[src/rsp_pkg.sv]
// ----------------------------------------------------------------------------
// rsp_pkg
// Shared types for the price sort chain: one record word as held in a cell.
// ----------------------------------------------------------------------------
package rsp_pkg;

    localparam int PRICE_W = 32;
    localparam int CODE_W  = 64;
    // arrival index within a set, wide enough for a 64-record store
    localparam int SEQ_W   = 7;

    typedef struct packed {
        logic                      valid;
        logic signed [PRICE_W-1:0] price;
        logic [CODE_W-1:0]         code;
        logic [SEQ_W-1:0]          seq;
    } rec_t;

endpackage

[src/rsp_cell.sv]
// ----------------------------------------------------------------------------
// rsp_cell
// One insertion cell: keeps the smaller of its stored record and the incoming
// one, hands the other to the next cell. Shifts toward the head while draining.
// ----------------------------------------------------------------------------
module rsp_cell (
    input  logic        clk,
    input  logic        rst_n,
    input  logic        shift,
    input  rsp_pkg::rec_t rec_in,
    input  rsp_pkg::rec_t shift_in,
    output rsp_pkg::rec_t stored,
    output rsp_pkg::rec_t pass_out
);
    import rsp_pkg::*;

    rec_t stored_reg, stored_next;
    rec_t pass_reg, pass_next;

    always_comb
    begin
        stored_next = stored_reg;
        pass_next   = '0;
        if (shift)
        begin
            stored_next = shift_in;
        end
        else if (rec_in.valid)
        begin
            if (!stored_reg.valid)
            begin
                stored_next = rec_in;
            end
            else if (($signed(stored_reg.price) > $signed(rec_in.price))
                     || ((stored_reg.price == rec_in.price)
                         && (stored_reg.seq > rec_in.seq)))
            begin
                // new word sorts first: take it, push the old one on
                stored_next = rec_in;
                pass_next   = stored_reg;
            end
            else
            begin
                // equal prices order by arrival index, which keeps arrival order
                pass_next = rec_in;
            end
        end
    end

    always_ff @(posedge clk or negedge rst_n)
    begin
        if (!rst_n)
        begin
            stored_reg <= '0;
            pass_reg   <= '0;
        end
        else
        begin
            stored_reg <= stored_next;
            pass_reg   <= pass_next;
        end
    end

    assign stored   = stored_reg;
    assign pass_out = pass_reg;

endmodule

[config.mk]
export PLATFORM = sky130hd
export DESIGN_NAME = rsp_cell
export DESIGN_NICKNAME = d
export VERILOG_FILES = /design/src/rsp_pkg.sv /design/src/rsp_cell.sv
export SDC_FILE = /design/constraint.sdc
export NUM_CORES = 1
export LEC_CHECK = 0
export ABC_AREA = 1
export BUFFER_PORTS_ARGS = -buffer_cell sky130_fd_sc_hd__buf_2
export CORE_ASPECT_RATIO = 0.75
export CORE_MARGIN = 1
export CORE_UTILIZATION = 43
export CTS_CLUSTER_DIAMETER = 100
export DETAILED_ROUTE_END_ITERATION = 16
export HOLD_SLACK_MARGIN = 0.12
export PLACE_DENSITY = 0.72
export SYNTH_ARGS = -nofsm -noshare
export SYNTH_HDL_FRONTEND = slang
export SYNTH_SLANG_ARGS = --single-unit
[constraint.sdc]
create_clock -name clk -period 2.6 [get_ports clk]
set_clock_uncertainty 0.05 [all_clocks]
set_input_delay 0 -clock clk [delete_from_list [all_inputs] [get_ports clk]]
set_output_delay 0 -clock clk [all_outputs]
set_load 0.005 [all_outputs]
==> results of run 1 <==
## final cells by class
cell class	count	area, µm²	share of cell area
tap	331	414	0.0243
clock buffer	33	663	0.0389
clock inverter	6	83.8	0.00492
multi-input combinational	1036	5130	0.301
inverter	56	210	0.0123
timing repair buffer	720	5330	0.313
sequential	208	5210	0.306
## stage by stage
step / hold WS, ns / setup WS (ns) / instance area [µm²] / setup TNS, ns
5_1_grt: 0.167 / -0.0805 / 17000 / -4.48
6_report: 0.140 / -0.00899 / 17000 / -0.00899
3_5_place_dp: -0.0278 / 0.120 / 13200 / 0
4_1_cts: 0.123 / 0.118 / 16400 / 0
2_1_floorplan: -0.346 / 0.406 / 10800 / 0
3_3_place_gp: -0.0339 / 0.196 / 13200 / 0
## power by group through the flow
stage	logic (mW)	registers (mW)	clock network, mW
after CTS	3.78	4.22	3.37
final	4.40	4.24	3.33
after detailed placement	3.48	4.27	0
after global placement	3.42	4.27	0
after floorplan	1.85	4.26	0
after global routing	4.72	4.29	3.48
## path summary, 6_finish.rpt
path	start	end	slack, ns	cells past startpoint
min	rec_in[103]	pass_out[7]$_DFF_PN0_	0.14	5
max reg2reg	stored[92]$_DFFE_PN0P_	stored[90]$_DFFE_PN0P_	-0.009	13
max	stored[92]$_DFFE_PN0P_	stored[90]$_DFFE_PN0P_	-0.009	13
min in group asynchronous	rst_n	pass_out[74]$_DFF_PN0_	0.54	3
min reg2reg	stored[65]$_DFFE_PN0P_	stored[65]$_DFFE_PN0P_	0.45	2
max in group asynchronous	rst_n	stored[94]$_DFFE_PN0P_	1.02	4
## Yosys cell counts, drive strengths merged
library cell / instances
nand2: 498
nor2: 221
dfrtp: 208
nand3: 110
o21bai: 101
inv: 56
buf: 47
clkbuf: 43
o21ai: 40
ha: 39
a21oi: 13
nand4: 5
a21o: 3
or2: 2
a211oi: 1
nor3: 1
o21a: 1
## worst min-delay path, delay by kind of cell
| family | cells | cell delay [ns] |
|---|---|---|
| compound gates | 1 | 0.20 |
| buf+inv | 2 | 0.34 |
| simple gates | 2 | 0.12 |
## per-layer routing
metal | routed length, µm | up-vias | global-route usage
li1 | - | 5711 | -
met1 | 16600 | 5870 | 0.375
met2 | 20600 | 869 | 0.505
met3 | 4240 | 217 | 0.0599
met4 | 2590 | 0 | 0.170
met5 | 0 | - | 0
## cell families (layout without fill, tap and decap cells)
kind of cell,Yosys count,count (layout),share of synthesized area
AO/OA/AOI/OAI,159,159,0.0986
adder cells (fa/ha/maj),39,39,0.0453
buffers and inverters,146,815,0.0618
flip-flops,208,208,0.483
AND/OR/NAND/NOR,837,838,0.311
## what timing repair did
item,4_1_cts,5_1_grt
resized for setup,0,37
hold buffers,245,0
setup buffers,0,23
setup endpoints to repair,0,160
hold endpoints to repair,415,0
==> flow_metrics.py, run 1 <==
metrics = {
    "clock_network": {
        "cts-buffers-inserted": 23,
        "clk_pin_slew_ns": 0.06,
        "clock_path_buffers": 3,
        "cts_root_buffer": "clkbuf_16",
        "cts_sinks": 208,
        "tritoncts": "yes",
        "clock_latency_ns": 0.52,
        "htreeDepth": 1,
    },
    "logic_synthesis": {
        "syn_nets": 1639,
        "synth_cells": 1389,
        "yosysWarningCount": 0,
        "synth_area_per_cell_um2": 7.75,
        "ys_seq_area_frac": 0.483,
        "synthTopCellsByArea": "dfrtp_1 48%, nand2_1 17%, nor2_1 7.6%",
        "synth-seq-cells": 208,
        "synth_top_area_share": 0.483,
        "synth_largest_area_cell": "dfrtp_1",
        "yosys.cell_types.count": 26,
        "synth.cell_area_um2": 10800,
    },
    "power": {
        "power_frac_seq": 0.355,
        "ir_worst_vdd_uv": 515,
        "total_power_mw": 12.0,
        "p_int_mw": 7.63,
        "switching_share": 0.362,
        "clock_power_share": 0.278,
        "netSwitchingPower_mw": 4.34,
        "leakagePower_nw": 9.61,
        "power_frac_comb": 0.367,
        "power.density_nw_per_um2": 702,
    },
    "grt": {
        "grt-ovfl-total": 0,
        "grt_pass1_wl_um": 62200,
        "antenna_found_initial": 0,
        "track_usage": 0.306,
        "grt_pass1_vias": 12000,
        "grt_start_max_net_pins": 77,
    },
    "sta": {
        "finalCritPeriodShare": 1.00,
        "setup_viol": 1,
        "setup_ws_ns": -0.00899,
        "hold_viol_final": 0,
        "fmax_mhz": 383,
        "rsz0062_at_grt": "true",
        "tightest_slew_ns": 0.754,
        "max_slew_margin": 0.497,
        "finalMaxSlewViolations": 0,
        "fin_crit_ns": 2.61,
    },
    "routing": {
        "wl_per_cell_um": 18.4,
        "vias": 12700,
        "routed_wl_um": 44000,
        "drc_errors": 0,
        "drtAntennaViolNets": 0,
        "viasPerCell": 5.30,
        "drt_iter0_drc": 1020,
        "drt-pass1-iter-count": 5,
    },
    "run_status": {
        "outcome": "complete, but fails checks",
        "failed_checks": "setup timing",
    },
    "worst_setup_path": {
        "slowest_delay_ns": 0.44,
        "slowest_stage": "dfrtp_1",
        "cp_max_fo": 36,
        "required_ns": 2.99,
        "path_class": "reg -> reg",
        "worstPathCellList": "ha_4 -> nand2_1 -> nor2_2 -> nand2_2 -> nor2_2 -> a21oi_2 -> nand4_1 -> nand3_4 -> nand3_4 -> buf_4 -> buf_16 -> nand3_1 -> nand2_1",
        "critPathTopFamily": "simple AND/OR/NAND/NOR gates",
        "worst_setup_path_end_kind": "register",
        "path_buf_inv": 2,
        "critPathArrivalTime_ns": 3.00,
        "cp-start-kind": "register",
    },
    "place": {
        "dp_cells": 2072,
        "port-buffer-count": 418,
        "place_hpwl_um": 24400,
        "gp_congestion": 0.849,
    },
    "floorplan": {
        "floorplan.initialDensity": 0.443,
        "coreArea_um2": 24300,
        "num_rows": 49,
        "die_w_um": 185,
        "die-area_um2": 25700,
        "io-pin-count": 419,
        "die_h_um": 139,
    },
    "final_layout": {
        "layout_commonest_cell": "nand2_1",
        "fin_nets": 2295,
        "final_cells": 2390,
        "utilization": 0.702,
        "n_fill_cell": 1700,
        "syn_to_final_growth_pct": 58.3,
        "layout-drive-gt1-share": 0.273,
        "layout_common_cells": "475 x nand2_1, 416 x buf_2, 245 x dlygate4sd3_1",
        "diodes": 0,
    },
    "hold_path": {
        "hold_class": "in -> reg",
    },
    "flow_run": {
        "drv_cap": 0,
    },
}
(Power assumes the default switching activity.)
==> run 2: changes to the inputs <==
Settings changed: BUFFER_PORTS_ARGS -buffer_cell sky130_fd_sc_hd__buf_2 to unset, DONT_BUFFER_PORTS set to 1, PLACE_DENSITY 0.72 to unset, RECOVER_POWER set to 100, SETUP_SLACK_MARGIN set to 0.4.
==> flow_metrics.py, run 2 (synthesis gave the netlist of run 1 again) <==
metrics = {
    "place": {
        "placed_area_um2": 11200,
        "place_hpwl_um": 22300,
        "gp_congestion": 0.814,
        "port-buffer-count": 0,
        "dp_cells": 1669,
    },
    "routing": {
        "drtAntennaViolNets": 0,
        "wl_per_cell_um": 21.8,
        "drt-pass1-iter-count": 5,
        "routed_wl_um": 45700,
        "vias": 11500,
        "drc_errors": 0,
        "viasPerCell": 5.49,
        "drt_iter0_drc": 771,
    },
    "power": {
        "clock_power_share": 0.251,
        "ir_worst_vdd_uv": 502,
        "power.density_nw_per_um2": 761,
        "p_int_mw": 8.22,
        "total_power_mw": 12.9,
        "leakagePower_nw": 8.43,
        "power_frac_comb": 0.402,
        "power_frac_seq": 0.347,
        "netSwitchingPower_mw": 4.69,
        "switching_share": 0.363,
    },
    "final_layout": {
        "final_area_um2": 17000,
        "fin_nets": 1996,
        "syn_to_final_growth_pct": 57.5,
        "final_cells": 2095,
        "seqCellArea_um2": 5220,
        "layout_commonest_cell": "nand2_1",
        "n_fill_cell": 1738,
        "layout-drive-gt1-share": 0.140,
        "layout_common_cells": "448 x nand2_1, 324 x dlygate4sd3_1, 209 x nor2_1",
        "multi_input_area_um2": 5490,
    },
    "worst_setup_path": {
        "cp_max_fo": 4,
        "critPathArrivalTime_ns": 2.97,
        "required_ns": 2.98,
        "path_class": "reg -> reg",
        "worst_setup_path_end_kind": "register",
        "worstRegToRegCells": 13,
        "cp-start-kind": "register",
    },
    "floorplan": {
        "die_w_um": 185,
        "num_rows": 49,
        "die_h_um": 139,
        "floorplan.initialDensity": 0.443,
        "io-pin-count": 419,
        "die-area_um2": 25700,
        "coreArea_um2": 24300,
    },
    "run_status": {
        "outcome": "complete, but fails checks",
        "failed_checks": "hold timing",
    },
    "clock_network": {
        "clock_path_buffers": 3,
        "hold_buffers": 325,
        "cts_root_buffer": "clkbuf_16",
        "clk_pin_slew_ns": 0.06,
        "cts_sinks": 208,
        "htreeDepth": 1,
        "cts-buffers-inserted": 23,
        "tritoncts": "yes",
        "clock_latency_ns": 0.52,
    },
    "sta": {
        "fmax_mhz": 387,
        "max_slew_margin": 0.539,
        "tightest_slew_ns": 0.691,
        "hold_viol_final": 208,
        "whs_ns": -0.876,
        "finalMaxSlewViolations": 0,
        "fin_crit_ns": 2.58,
        "setup_tns_ns": 0,
        "setup_viol": 0,
        "rsz0062_at_grt": "true",
        "finalCritPeriodShare": 0.994,
    },
    "grt": {
        "track_usage": 0.329,
        "antenna_found_initial": 3,
        "grt-ovfl-total": 0,
        "grt_start_max_net_pins": 209,
        "grt_pass1_vias": 11600,
        "grt_pass1_wl_um": 65300,
    },
    "hold_path": {
        "hold_class": "in -> async",
    },
    "flow_run": {
        "drv_cap": 0,
    },
}
## run 2: changes by cell type in the layout (fill, tap and decap cells not counted), sizes merged
cell         before  now
bufinv            2    1
diode             0    3
dlygate4sd3     245  324
buf             467   90
clkinv            3    4
## run 2: per-stage QoR
step	setup WS, ns	utilization	hold slack [ns]
2_1_floorplan	0.406	-	-0.346
3_3_place_gp	0.0598	0.462	-0.342
3_5_place_dp	0.0316	0.462	-0.341
4_1_cts	0.130	0.669	-0.898
5_1_grt	-0.135	0.698	-0.897
6_report	0.0155	0.698	-0.876
## run 2: final timing paths
kind                                        start                     end  slack [ns]
setup / recovery           stored[78]$_DFFE_PN0P_  pass_out[83]$_DFF_PN0_        0.02
hold / removal                              rst_n  pass_out[57]$_DFF_PN0_       -0.88
setup reg to reg           stored[78]$_DFFE_PN0P_  pass_out[83]$_DFF_PN0_        0.02
hold reg to reg            stored[44]$_DFFE_PN0P_  stored[44]$_DFFE_PN0P_        0.49
max in group asynchronous                   rst_n  stored[91]$_DFFE_PN0P_        2.93
min in group clk                       rec_in[44]  pass_out[44]$_DFF_PN0_        0.14
## run 2: layer usage
layer / routed length (µm) / track usage
met1: 17500 / 0.407
met3: 4040 / 0.0680
met5: 0 / 0
met4: 2270 / 0.150
met2: 21800 / 0.552
## run 2: what timing repair did
item / 4_1_cts / 5_1_grt
resized for setup: 84 / 73
pin swaps: 18 / 119
buffers inserted: 23 / 7
hold endpoints to repair: 416 / 208
gates cloned: 19 / 9
setup endpoints to repair: 206 / 206
## run 2: cell type report
| class | instances | share of cell area |
|---|---|---|
| diodes | 3 | 0.000443 |
| clock inverters | 6 | 0.00347 |
| well taps | 331 | 0.0244 |
| inverters | 56 | 0.0124 |
| repair buffers | 421 | 0.288 |
| multi-input cells | 1036 | 0.324 |
| clock buffers | 34 | 0.0393 |
| flip-flops and latches | 208 | 0.308 |
## run 2: power groups by stage
stage	combinational, mW	clock [mW]	sequential [mW]
after floorplan	1.85	0	4.26
after global routing	5.55	3.39	4.52
final	5.19	3.24	4.48
after CTS	4.40	3.29	4.41
after global placement	2.69	0	4.45
after detailed placement	2.74	0	4.44
## run 2: critical path, cell delays in order (launching register included)
cell	delay [ns]
dfrtp_2	0.47
ha_4	0.31
nand2_4	0.06
nor2_4	0.11
nand4_1	0.20
nor2_2	0.19
nand2_2	0.11
or2_4	0.27
nand2_4	0.11
buf_12	0.13
buf_12	0.13
clkbuf_16	0.16
o21bai_4	0.06
nor2_1	0.13
